[config.mk]
export PLATFORM = sky130hd
export DESIGN_NAME = avcc_to_annexb_demux
export DESIGN_NICKNAME = d
export VERILOG_FILES = /design/src/a2bd_pkg.sv /design/src/avcc_to_annexb_demux.sv /design/src/a2bd_front.sv /design/src/a2bd_queue.sv /design/src/a2bd_back.sv
export SDC_FILE = /design/constraint.sdc
export NUM_CORES = 1
export LEC_CHECK = 0
export BUFFER_PORTS_ARGS = -buffer_cell sky130_fd_sc_hd__buf_4
export CAP_MARGIN = 20
export CORE_ASPECT_RATIO = 1.5
export CORE_MARGIN = 2
export CORE_UTILIZATION = 63
export CTS_CLUSTER_SIZE = 14
export DETAILED_ROUTE_END_ITERATION = 10
export GPL_TIMING_DRIVEN = 0
export PLACE_DENSITY_LB_ADDON = 0.3
export SLEW_MARGIN = 20
export SYNTH_ARGS = -nofsm -noshare
export SYNTH_HDL_FRONTEND = slang
export SYNTH_SLANG_ARGS = --single-unit
export TNS_END_PERCENT = 30
[constraint.sdc]
create_clock -name clock -period 9.3 [get_ports clock]
set_input_delay 1.395 -clock clock [delete_from_list [all_inputs] [get_ports clock]]
set_output_delay 1.395 -clock clock [all_outputs]
set_load 0.03 [all_outputs]
[src/a2bd_pkg.sv]
// shared types and constants for the avcc to annex b demux
package a2bd_pkg;

   localparam int QDEPTH = 4;
   localparam int QPTR_W = 2;
   localparam int QCNT_W = 3;

   localparam logic [2:0] STEP_SC0  = 3'd0;
   localparam logic [2:0] STEP_SC3  = 3'd3;
   localparam logic [2:0] STEP_BYTE = 3'd4;
   localparam logic [2:0] STEP_TIME = 3'd5;

   localparam logic [7:0] START_LAST_BYTE = 8'h01;

   typedef struct packed {
      logic        has_start;
      logic        has_byte;
      logic        has_timing;
      logic [7:0]  data;
      logic [32:0] time_sum;
      logic [31:0] time_lat;
      logic        bad;
   } cmd_type;

endpackage

[src/avcc_to_annexb_demux.sv]
// top level: avcc to annex b converter with parser, command queue and emitter
// throughput per cycle: one byte in if the queue has room, one result out if not stalled
// a byte yields zero to six results, one per cycle from the queue head unless stalled
// the first result of a byte is registered in a queue entry, then in the output register
// input stall rises only when the four-entry command queue is full
// reset is synchronous; it clears parser state, queue pointers and the output valid
module avcc_to_annexb_demux #(
   parameter int POS_WIDTH = 24
) (
   input  logic        clock,
   input  logic        reset,
   input  logic        req_valid,
   output logic        req_stall,
   input  logic        req_op,
   input  logic [7:0]  req_data_byte,
   input  logic        req_first_byte,
   input  logic        req_last_byte,
   input  logic [31:0] req_time_ms,
   output logic        rsp_valid,
   input  logic        rsp_stall,
   output logic        rsp_kind,
   output logic [7:0]  rsp_stream_byte,
   output logic [41:0] rsp_pres_time,
   output logic [41:0] rsp_decode_time,
   output logic        rsp_malformed,
   output logic        rsp_end_of_run
);
   import a2bd_pkg::*;

   logic    push, pop, head_valid, q_full;
   cmd_type push_cmd, head_cmd;

   a2bd_front #(
      .POS_WIDTH(POS_WIDTH)
   ) u_front (
      .clock          (clock),
      .reset          (reset),
      .req_valid      (req_valid),
      .req_stall      (req_stall),
      .req_op         (req_op),
      .req_data_byte  (req_data_byte),
      .req_first_byte (req_first_byte),
      .req_last_byte  (req_last_byte),
      .req_time_ms    (req_time_ms),
      .push           (push),
      .push_cmd       (push_cmd),
      .q_full         (q_full)
   );

   a2bd_queue u_queue (
      .clock      (clock),
      .reset      (reset),
      .push       (push),
      .push_cmd   (push_cmd),
      .pop        (pop),
      .head_valid (head_valid),
      .head_cmd   (head_cmd),
      .full       (q_full)
   );

   a2bd_back u_back (
      .clock           (clock),
      .reset           (reset),
      .head_valid      (head_valid),
      .head_cmd        (head_cmd),
      .pop             (pop),
      .rsp_valid       (rsp_valid),
      .rsp_stall       (rsp_stall),
      .rsp_kind        (rsp_kind),
      .rsp_stream_byte (rsp_stream_byte),
      .rsp_pres_time   (rsp_pres_time),
      .rsp_decode_time (rsp_decode_time),
      .rsp_malformed   (rsp_malformed),
      .rsp_end_of_run  (rsp_end_of_run)
   );

   a_no_push_full: assert property (@(posedge clock) disable iff (reset)
      push |-> !q_full) else $error("push into full queue");

   a_pop_nonempty: assert property (@(posedge clock) disable iff (reset)
      pop |-> head_valid) else $error("pop from empty queue");

   a_timing_ends_run: assert property (@(posedge clock) disable iff (reset)
      rsp_valid && rsp_kind |-> rsp_end_of_run) else $error("timing record not last");

   a_reset_clears: assert property (@(posedge clock)
      reset |=> !rsp_valid) else $error("result valid after reset");

endmodule

[src/a2bd_front.sv]
// packet parser that turns each input byte into at most one emit command
module a2bd_front #(
   parameter int POS_WIDTH = 24
) (
   input  logic              clock,
   input  logic              reset,
   input  logic              req_valid,
   output logic              req_stall,
   input  logic              req_op,
   input  logic [7:0]        req_data_byte,
   input  logic              req_first_byte,
   input  logic              req_last_byte,
   input  logic [31:0]       req_time_ms,
   output logic              push,
   output a2bd_pkg::cmd_type push_cmd,
   input  logic              q_full
);
   import a2bd_pkg::*;

   localparam logic [2:0] PH_HEAD    = 3'd0;
   localparam logic [2:0] PH_SPS     = 3'd1;
   localparam logic [2:0] PH_PPSCNT  = 3'd2;
   localparam logic [2:0] PH_PPSLEN  = 3'd3;
   localparam logic [2:0] PH_PPS     = 3'd4;
   localparam logic [2:0] PH_SEQDONE = 3'd5;
   localparam logic [2:0] PH_NALLEN  = 3'd6;
   localparam logic [2:0] PH_NAL     = 3'd7;

   logic [POS_WIDTH-1:0] pos_ff, pos_in, pos_sat;
   logic [2:0]           phase_ff, phase_in;
   logic [31:0]          acc_ff, acc_in;
   logic [31:0]          rem_ff, rem_in;
   logic                 keep_ff, keep_in;
   logic [23:0]          off_ff, off_in;
   logic [31:0]          tlat_ff, tlat_in;
   logic                 accept;
   cmd_type              cmd;

   assign req_stall = q_full;
   assign accept    = req_valid && !req_stall;

   always_comb begin
      pos_in   = req_first_byte ? '0 : pos_ff;
      phase_in = req_first_byte ? PH_HEAD : phase_ff;
      acc_in   = req_first_byte ? 32'd0 : acc_ff;
      rem_in   = req_first_byte ? 32'd0 : rem_ff;
      keep_in  = req_first_byte ? 1'b0 : keep_ff;
      off_in   = req_first_byte ? 24'd0 : off_ff;
      tlat_in  = req_first_byte ? req_time_ms : tlat_ff;
      pos_sat  = (pos_in == '1) ? pos_in : pos_in + 1'b1;
      cmd            = '0;
      cmd.data       = req_data_byte;
      case (phase_in)
         PH_HEAD: begin
            if (pos_in >= POS_WIDTH'(2) && pos_in <= POS_WIDTH'(4)) begin
               off_in = {off_in[15:0], req_data_byte};
            end
            if (req_op && pos_in >= POS_WIDTH'(4)) begin
               phase_in = PH_NALLEN;
               pos_in   = '0;
               acc_in   = 32'd0;
            end else if (!req_op && pos_in == POS_WIDTH'(11)) begin
               acc_in = {24'd0, req_data_byte};
               pos_in = pos_sat;
            end else if (!req_op && pos_in == POS_WIDTH'(12)) begin
               rem_in        = {16'd0, acc_in[7:0], req_data_byte};
               cmd.has_start = 1'b1;
               phase_in      = (rem_in != 32'd0) ? PH_SPS : PH_PPSCNT;
               pos_in        = '0;
            end else begin
               pos_in = pos_sat;
            end
         end
         PH_SPS: begin
            cmd.has_byte = 1'b1;
            rem_in       = rem_in - 32'd1;
            if (rem_in == 32'd0) begin
               phase_in = PH_PPSCNT;
            end
         end
         PH_PPSCNT: begin
            phase_in = PH_PPSLEN;
            pos_in   = '0;
         end
         PH_PPSLEN: begin
            if (pos_in == '0) begin
               acc_in = {24'd0, req_data_byte};
               pos_in = POS_WIDTH'(1);
            end else begin
               rem_in        = {16'd0, acc_in[7:0], req_data_byte};
               cmd.has_start = 1'b1;
               phase_in      = (rem_in != 32'd0) ? PH_PPS : PH_SEQDONE;
               pos_in        = '0;
            end
         end
         PH_PPS: begin
            cmd.has_byte = 1'b1;
            rem_in       = rem_in - 32'd1;
            if (rem_in == 32'd0) begin
               phase_in = PH_SEQDONE;
            end
         end
         PH_NALLEN: begin
            acc_in = {acc_in[23:0], req_data_byte};
            pos_in = pos_in + 1'b1;
            if (pos_in >= POS_WIDTH'(4)) begin
               pos_in = '0;
               if (acc_in != 32'd0) begin
                  rem_in   = acc_in;
                  phase_in = PH_NAL;
               end
               acc_in = 32'd0;
            end
         end
         PH_NAL: begin
            if (pos_in == '0) begin
               keep_in = (req_data_byte[4:0] == 5'd1) || (req_data_byte[4:0] == 5'd5);
               cmd.has_start = keep_in;
               pos_in = POS_WIDTH'(1);
            end
            cmd.has_byte = keep_in;
            rem_in = rem_in - 32'd1;
            if (rem_in == 32'd0) begin
               phase_in = PH_NALLEN;
               pos_in   = '0;
               acc_in   = 32'd0;
               keep_in  = 1'b0;
            end
         end
         default: begin
         end
      endcase
      if (req_last_byte) begin
         cmd.has_timing = 1'b1;
         cmd.time_sum   = {1'b0, tlat_in} + {9'd0, off_in};
         cmd.time_lat   = tlat_in;
         cmd.bad = !(phase_in == PH_SEQDONE || (phase_in == PH_NALLEN && pos_in == '0));
         pos_in   = '0;
         phase_in = PH_HEAD;
         acc_in   = 32'd0;
         rem_in   = 32'd0;
         keep_in  = 1'b0;
      end
   end

   assign push     = accept && (cmd.has_start || cmd.has_byte || cmd.has_timing);
   assign push_cmd = cmd;

   always_ff @(posedge clock) begin
      if (reset) begin
         pos_ff   <= '0;
         phase_ff <= PH_HEAD;
         acc_ff   <= 32'd0;
         rem_ff   <= 32'd0;
         keep_ff  <= 1'b0;
         off_ff   <= 24'd0;
         tlat_ff  <= 32'd0;
      end else if (accept) begin
         pos_ff   <= pos_in;
         phase_ff <= phase_in;
         acc_ff   <= acc_in;
         rem_ff   <= rem_in;
         keep_ff  <= keep_in;
         off_ff   <= off_in;
         tlat_ff  <= tlat_in;
      end
   end

endmodule

[src/a2bd_queue.sv]
// command queue between the parser and the emitter
module a2bd_queue (
   input  logic              clock,
   input  logic              reset,
   input  logic              push,
   input  a2bd_pkg::cmd_type push_cmd,
   input  logic              pop,
   output logic              head_valid,
   output a2bd_pkg::cmd_type head_cmd,
   output logic              full
);
   import a2bd_pkg::*;

   cmd_type             entry_ff [QDEPTH];
   logic [QPTR_W-1:0]   wr_ptr_ff, wr_ptr_in;
   logic [QPTR_W-1:0]   rd_ptr_ff, rd_ptr_in;
   logic [QCNT_W-1:0]   count_ff, count_in;

   assign full       = (count_ff == QCNT_W'(QDEPTH));
   assign head_valid = (count_ff != '0);
   assign head_cmd   = entry_ff[rd_ptr_ff];

   always_comb begin
      wr_ptr_in = push ? wr_ptr_ff + 1'b1 : wr_ptr_ff;
      rd_ptr_in = pop ? rd_ptr_ff + 1'b1 : rd_ptr_ff;
      count_in  = count_ff;
      if (push && !pop) begin
         count_in = count_ff + 1'b1;
      end else if (pop && !push) begin
         count_in = count_ff - 1'b1;
      end
   end

   always_ff @(posedge clock) begin
      if (push) begin
         entry_ff[wr_ptr_ff] <= push_cmd;
      end
   end

   always_ff @(posedge clock) begin
      if (reset) begin
         wr_ptr_ff <= '0;
         rd_ptr_ff <= '0;
         count_ff  <= '0;
      end else begin
         wr_ptr_ff <= wr_ptr_in;
         rd_ptr_ff <= rd_ptr_in;
         count_ff  <= count_in;
      end
   end

endmodule

[src/a2bd_back.sv]
// emitter that expands each command into result transfers
module a2bd_back (
   input  logic              clock,
   input  logic              reset,
   input  logic              head_valid,
   input  a2bd_pkg::cmd_type head_cmd,
   output logic              pop,
   output logic              rsp_valid,
   input  logic              rsp_stall,
   output logic              rsp_kind,
   output logic [7:0]        rsp_stream_byte,
   output logic [41:0]       rsp_pres_time,
   output logic [41:0]       rsp_decode_time,
   output logic              rsp_malformed,
   output logic              rsp_end_of_run
);
   import a2bd_pkg::*;

   logic        started_ff, started_in;
   logic [2:0]  step_ff, step_in;
   logic [2:0]  first_step, cur_step, next_step;
   logic        is_last, load;
   logic        valid_ff, valid_in;
   logic        kind_ff, kind_in;
   logic [7:0]  byte_ff, byte_in;
   logic [41:0] pres_ff, pres_in;
   logic [41:0] dec_ff, dec_in;
   logic        bad_ff, bad_in;
   logic        eor_ff, eor_in;
   logic [41:0] sum_x, lat_x;

   always_comb begin
      if (head_cmd.has_start) begin
         first_step = STEP_SC0;
      end else if (head_cmd.has_byte) begin
         first_step = STEP_BYTE;
      end else begin
         first_step = STEP_TIME;
      end
      cur_step = started_ff ? step_ff : first_step;
      is_last  = (cur_step == STEP_TIME)
              || (cur_step == STEP_BYTE && !head_cmd.has_timing)
              || (cur_step == STEP_SC3 && !head_cmd.has_byte && !head_cmd.has_timing);
      case (cur_step)
         STEP_SC3:  next_step = head_cmd.has_byte ? STEP_BYTE : STEP_TIME;
         STEP_BYTE: next_step = STEP_TIME;
         default:   next_step = cur_step + 3'd1;
      endcase
   end

   assign load = head_valid && (!valid_ff || !rsp_stall);
   assign pop  = load && is_last;

   // times 1000 as 1024 - 16 - 8
   assign sum_x = {9'd0, head_cmd.time_sum};
   assign lat_x = {10'd0, head_cmd.time_lat};

   always_comb begin
      started_in = started_ff;
      step_in    = step_ff;
      valid_in   = valid_ff && rsp_stall;
      kind_in    = kind_ff;
      byte_in    = byte_ff;
      pres_in    = pres_ff;
      dec_in     = dec_ff;
      bad_in     = bad_ff;
      eor_in     = eor_ff;
      if (load) begin
         started_in = !is_last;
         step_in    = next_step;
         valid_in   = 1'b1;
         eor_in     = is_last;
         kind_in    = (cur_step == STEP_TIME);
         byte_in    = 8'd0;
         pres_in    = 42'd0;
         dec_in     = 42'd0;
         bad_in     = 1'b0;
         case (cur_step)
            STEP_SC3:  byte_in = START_LAST_BYTE;
            STEP_BYTE: byte_in = head_cmd.data;
            STEP_TIME: begin
               pres_in = (sum_x << 10) - (sum_x << 4) - (sum_x << 3);
               dec_in  = (lat_x << 10) - (lat_x << 4) - (lat_x << 3);
               bad_in  = head_cmd.bad;
            end
            default: byte_in = 8'd0;
         endcase
      end
   end

   always_ff @(posedge clock) begin
      if (reset) begin
         started_ff <= 1'b0;
         step_ff    <= STEP_SC0;
         valid_ff   <= 1'b0;
      end else begin
         started_ff <= started_in;
         step_ff    <= step_in;
         valid_ff   <= valid_in;
      end
   end

   always_ff @(posedge clock) begin
      kind_ff <= kind_in;
      byte_ff <= byte_in;
      pres_ff <= pres_in;
      dec_ff  <= dec_in;
      bad_ff  <= bad_in;
      eor_ff  <= eor_in;
   end

   assign rsp_valid       = valid_ff;
   assign rsp_kind        = kind_ff;
   assign rsp_stream_byte = byte_ff;
   assign rsp_pres_time   = pres_ff;
   assign rsp_decode_time = dec_ff;
   assign rsp_malformed   = bad_ff;
   assign rsp_end_of_run  = eor_ff;

endmodule
== Word level (Yosys, flattened, before mapping) ==
Memory sizes are Yosys's and may differ from the RTL's. A register that Yosys moved wholly into a read port is not among the register bits.
Index checks and enable logic that the tools add are counted.
Storage, ports and cells
  bits in writable memories: 308
  input port bits: 47
  output and inout port bits: 97
  memories: 1
  logic and storage cells: 167
  register bits: 255
Memories
  u_queue.entry_ff: depth 4, bits a word 77, read ports 1, clocked after Yosys merged registers in 1, wr ports 1, RTL line a2bd_queue.sv:14  | cmd_type entry_ff [QDEPTH];
Cells by class
  muxes and demuxes: 72
  reductions and logical operators: 42
  $add $sub $neg: 12
  eq/ne operators: 17
  magnitude comparators: 4
Operators by type and width (number)
  $mux 32: 16
  $mux 24: 12
  $pmux 32 s4: 2
  $pmux 24 s5: 1
  $sub 42x36->42: 2
  $mux 66: 1
  $eq 24x4->1 const B: 2
  $ge 24x3->1 const B: 2
  $logic_not 24->1: 2
  $mux 3: 15
  $sub 42x35->42: 1
  $sub 42x37->42: 1
  $add 32x24->33: 1
  $logic_not 32->1: 1
  $reduce_bool 32->1: 1
  $sub 32x1->32 const B: 1
  $add 24x1->24 const B: 1
  $eq 24x24->1 const B: 1
  $eq 3x3->1 const B: 8
  $ge 24x2->1 const B: 1
  $le 24x3->1 const B: 1
  $pmux 3 s7: 1
  $mux 1: 17
  $pmux 8 s2: 1
  other kinds (20): 55

== Logic depth before layout (Yosys ltp) ==
  word-level depth: 14
  depth in mapped cells: 26

== Cells and area by module ==
A second synthesis with hierarchy kept.
Second synthesis, totals
  cell total of the unflattened synthesis: 3008
  area total of the unflattened synthesis: 31831.8 sq um
Modules (own cells, without submodules)
  a2bd_queue: area an instance 11574.9 sq um, instances 1, sequential area each 9429.0 sq um, cells each 447
  a2bd_front: area an instance 11119.4 sq um, instances 1, sequential area each 2802.7 sq um, cells each 1570
  a2bd_back: area an instance 9137.5 sq um, instances 1, sequential area each 2772.7 sq um, cells each 991

== Least setup slack after synthesis ==
OpenSTA, ideal clock, no wires.
  kind: input -> register
  from: input port rsp_stall
  to: register u_queue.count_ff[2]
  setup time: 70 ps
  path buffers: 0
  setup slack: 1679 ps
  stages on the path: 8
  arrival time: 7550 ps
  path through: a21oi_1 nand2_1 ha_1 inv_1 fa_1 xor2_1 or3_1 a21oi_1
Between the ends
  word-level cells in the longest chain between the ends: 7
  elaborated cells on any way between the ends: 9
  those cells by class: mux: 1; reduce/logical: 8
RTL lines
  from (decl): RTL line avcc_to_annexb_demux.sv:20  | input logic rsp_stall,
  $logic_not 1->1 (*): RTL line a2bd_back.sv:51  | assign load = head_valid && (!valid_ff || !rsp_stall);
  $logic_or 1x1->1 (*): RTL line a2bd_back.sv:51
  $logic_and 1x1->1 (*): RTL line a2bd_back.sv:51
  $logic_and 1x1->1 (*): RTL line a2bd_back.sv:52  | assign pop = load && is_last;
  $logic_not 1->1: RTL line a2bd_queue.sv:27  | if (push && !pop) begin
  $logic_and 1x1->1: RTL line a2bd_queue.sv:27
  $mux 3 / $reduce_bool 2->1 (equally long branches)
  to (signal assigned): RTL line a2bd_queue.sv:48  | count_ff <= count_in;
  to (decl): RTL line a2bd_queue.sv:17  | logic [QCNT_W-1:0] count_ff, count_in;
Mark *: on every way between the ends. The rest lies on a longest branch, timed or not.
A chain may end at the register's enable or synchronous reset.

==> results.tsv <==
metric	value	unit
rows	100	
synth-seq-cells	551	
max-vdd-ir-drop	0.3337	mV
cp_slowest_cell	nor4b_2	
grt_usage	0.3779	
post-cts-setup-buffers	0	
crit_fanout	10	
place_congestion	1.040	
placed_cell_area	33730	um2
grt_pass1_vias	25500	
die_y	278.3	um
critPathKind	input pin to flip-flop	
grt-ovfl-total	0	
outcome	finished, final reports clean	
yosysWarnings	0	
drv_slew	0	
first_pass_iters	6	
holdBufCountCts	0	
finalCritPeriodShare	0.9236	
synth_xor_area_frac	0.02993	
layout_min_cycle_time	8590	ps
grt_start_max_net_pins	47	
crit_top_cell	buf_6	
r2r_setup_slack	2260	ps
final_common_cell	edfxtp_1	
vias	25150	
first_iter_violations	2421	
worst_pin_slew	1073	ps
cp_top_family	buffers and inverters	
min_to	u_front.tlat_ff[29]$_SDFFE_PP0P_	
clk_latency	620	ps
cts_tree	built	
wl_per_cell	26.05	um
core-area	49550	um2
pre_cts_slack	376.4	ps
htree_levels	2	
nets	3342	
fillers	3533	
synth_cell_types	116	
worst_slack	710.2	ps
dp_hpwl	73340	um
clock-sinks	551	
fin_area	35380	um2
synth.cell_area	31600	um2
numCtsBuffers	51	
drtAntennaViolNets	0	
r2r_cells	18	
die_w	186.9	um
min_path_cells	2	
setup_viol	0	
cp-start-kind	input pin	
r2r_end	u_back.rsp_pres_time[39]$_SDFFCE_PN0P_	
rsz0062_at_grt	no	
post-route-util	0.7140	
syn_inst	2910	
synth_edf_count	397	
total_power	11.43	mW
post-route-drc-count	0	
leakagePower	13.32	nW
timing_hold_violations_final	0	
areaGrowthSynthToFinish	11.94	%
dpl.cell_count	3724	
yosys.area_share.simple	0.1543	
worst_setup_path_end_kind	flip-flop	
hold_start	u_front.tlat_ff[29]$_SDFFE_PP0P_	
final_cell_mix	edfxtp_1 (397), nor2_1 (367), nand2_1 (184), a21oi_1 (160), dfxtp_1 (154)	
cap_violations	0	
cp.required	9550	ps
synthAdderAreaFrac	0.08385	
viasPerCell	6.588	
avgSynthCellArea	10.86	um2
powerDensity	323.0	nW/um2
crit_arrival	8840	ps
portBuffers	137	
clk_pin_slew	60	ps
async_reset_ff_frac	0	
grt_pass1_wl	148400	um
max_freq	116.4	MHz
root_buffer	clkbuf_16	
cp_num_buf_inv	9	
seq_area_frac_synth	0.4748	
initial_core_util	0.6379	
synthMuxAreaShare	0.07783	
drive_gt1_frac	0.1444	
relSlewSlack	0.2849	
synth_top_family_by_area	simple AND/OR/NAND/NOR gates	
synth_compound_area_frac	0.1386	
wl	99440	um
finalNonFillerCells	3817	
antenna_found_initial	2	
dieArea	52010	um2
synth_ff_type	edfxtp_1	
worst_clock_skew	23.82	ps
ctsResizeCount	0	
io_pins	144	
max_stage_delay	720	ps
cts_buffer_depth	3	
min_path_type	flip-flop to flip-flop	
logic make-up after synthesis:
family / Yosys count
AO/OA/AOI/OAI: 643
other: 1
flip-flops: 551
multiplexers: 146
adder cells (fa/ha/maj): 180
buffers and inverters: 285
AND/OR/NAND/NOR: 996
XOR/XNOR: 108
routing by layer:
| metal | routed length [um] | part of all wire | vias up | track usage |
|---|---|---|---|---|
| met4 | 9853 | 0.099 | 0 | 0.3234 |
| li1 | - | - | 11200 | - |
| met2 | 51180 | 0.51 | 1343 | 0.6814 |
| met1 | 31950 | 0.32 | 12160 | 0.3792 |
| met5 | 0 | 0 | - | 0 |
| met3 | 6458 | 0.065 | 450 | 0.05902 |
report_power, final:
group / total [mW] / internal, mW / switching, mW
clock: 2.10 / 1.16 / 0.943
combinational: 6.10 / 2.27 / 3.83
sequential: 3.22 / 3.11 / 0.117
area by class of cell:
| class | instances | area (um2) | area share |
|---|---|---|---|
| Sequential cell | 551 | 15000 | 0.4241 |
| Multi-Input combinational cell | 2079 | 15370 | 0.4344 |
| Tap cell | 663 | 829.5 | 0.02345 |
| Inverter | 123 | 461.7 | 0.01305 |
| Clock inverter | 22 | 214.0 | 0.006048 |
| Timing Repair Buffer | 147 | 1251 | 0.03537 |
| Clock buffer | 67 | 1419 | 0.04011 |
| Buffer | 162 | 823.3 | 0.02327 |
| Antenna cell | 3 | 7.507 | 0.0002122 |
stage by stage:
stage,hold WS (ps),TNS (ps)
global placement,439.7,-581.0
CTS,464.5,0
finish,463.7,0
floorplan,433.8,0
global route,481.3,0
detailed placement,456.3,0
sequential cells by signal, indices dropped and copies added, names as in the netlist, 24 cells and up, named ones only:
| register | cells |
|---|---|
| u_back.rsp_decode_time | 39 |
| u_front.pos_ff | 24 |
| u_front.rem_ff | 32 |
| u_front.tlat_ff | 32 |
| u_back.rsp_pres_time | 39 |
| u_front.acc_ff | 24 |
| u_queue.entry_ff | 308 |
| u_front.off_ff | 24 |
tightest hold or removal path: stages (launching register included):
cell and delay [ps]:
dfxtp_1 310, nand2_1 50, a21oi_1 50
worst max-delay path by stage:
stage | from | slack (ps) | cells past startpoint | to
3_5_place_dp | req_first_byte | 380 | 26 | u_queue.entry_ff[0][61]$_DFFE_PP_
3_3_place_gp | rsp_stall | -310 | 9 | u_queue.count_ff[2]$_SDFFE_PP0P_
5_1_grt | req_first_byte | 470 | 26 | u_queue.entry_ff[2][57]$_DFFE_PP_
2_1_floorplan | rsp_stall | 1680 | 8 | u_queue.count_ff[2]$_SDFFE_PP0P_
4_1_cts | req_first_byte | 960 | 26 | u_queue.entry_ff[2][61]$_DFFE_PP_
6_report | req_first_byte | 710 | 26 | u_queue.entry_ff[2][61]$_DFFE_PP_
cells in the mapped netlist (8+ instances only):
cell type	instances	share of area
nand3b_1	12	0.0029
buf_6	13	0.0046
buf_2	21	0.0033
mux2i_1	35	0.011
o21bai_1	14	0.0033
or2_2	8	0.0016
buf_1	17	0.0020
mux2_2	33	0.012
clkbuf_1	94	0.011
a22oi_1	48	0.011
xor2_1	53	0.015
fa_1	53	0.034
a211oi_1	20	0.0048
o31ai_1	13	0.0031
o211ai_1	21	0.0050
nor2_1	367	0.044
nand4_1	26	0.0051
a21o_1	62	0.015
and2_1	45	0.0089
o21ai_1	10	0.0016
nand2b_1	26	0.0051
nor4_1	32	0.0063
o21a_1	21	0.0050
xnor2_1	55	0.015
nand3_1	57	0.0090
nor2b_1	28	0.0055
and4_1	9	0.0025
and3_1	31	0.0061
edfxtp_1	397	0.38
a31oi_1	25	0.0049
inv_1	122	0.014
nor3_1	101	0.016
nand2_1	184	0.022
or3_1	22	0.0044
ha_1	127	0.050
mux4_2	76	0.054
dfxtp_1	154	0.098
buf_4	14	0.0033
o21ai_0	121	0.019
a21oi_1	162	0.026
(Power assumes the default switching activity.)
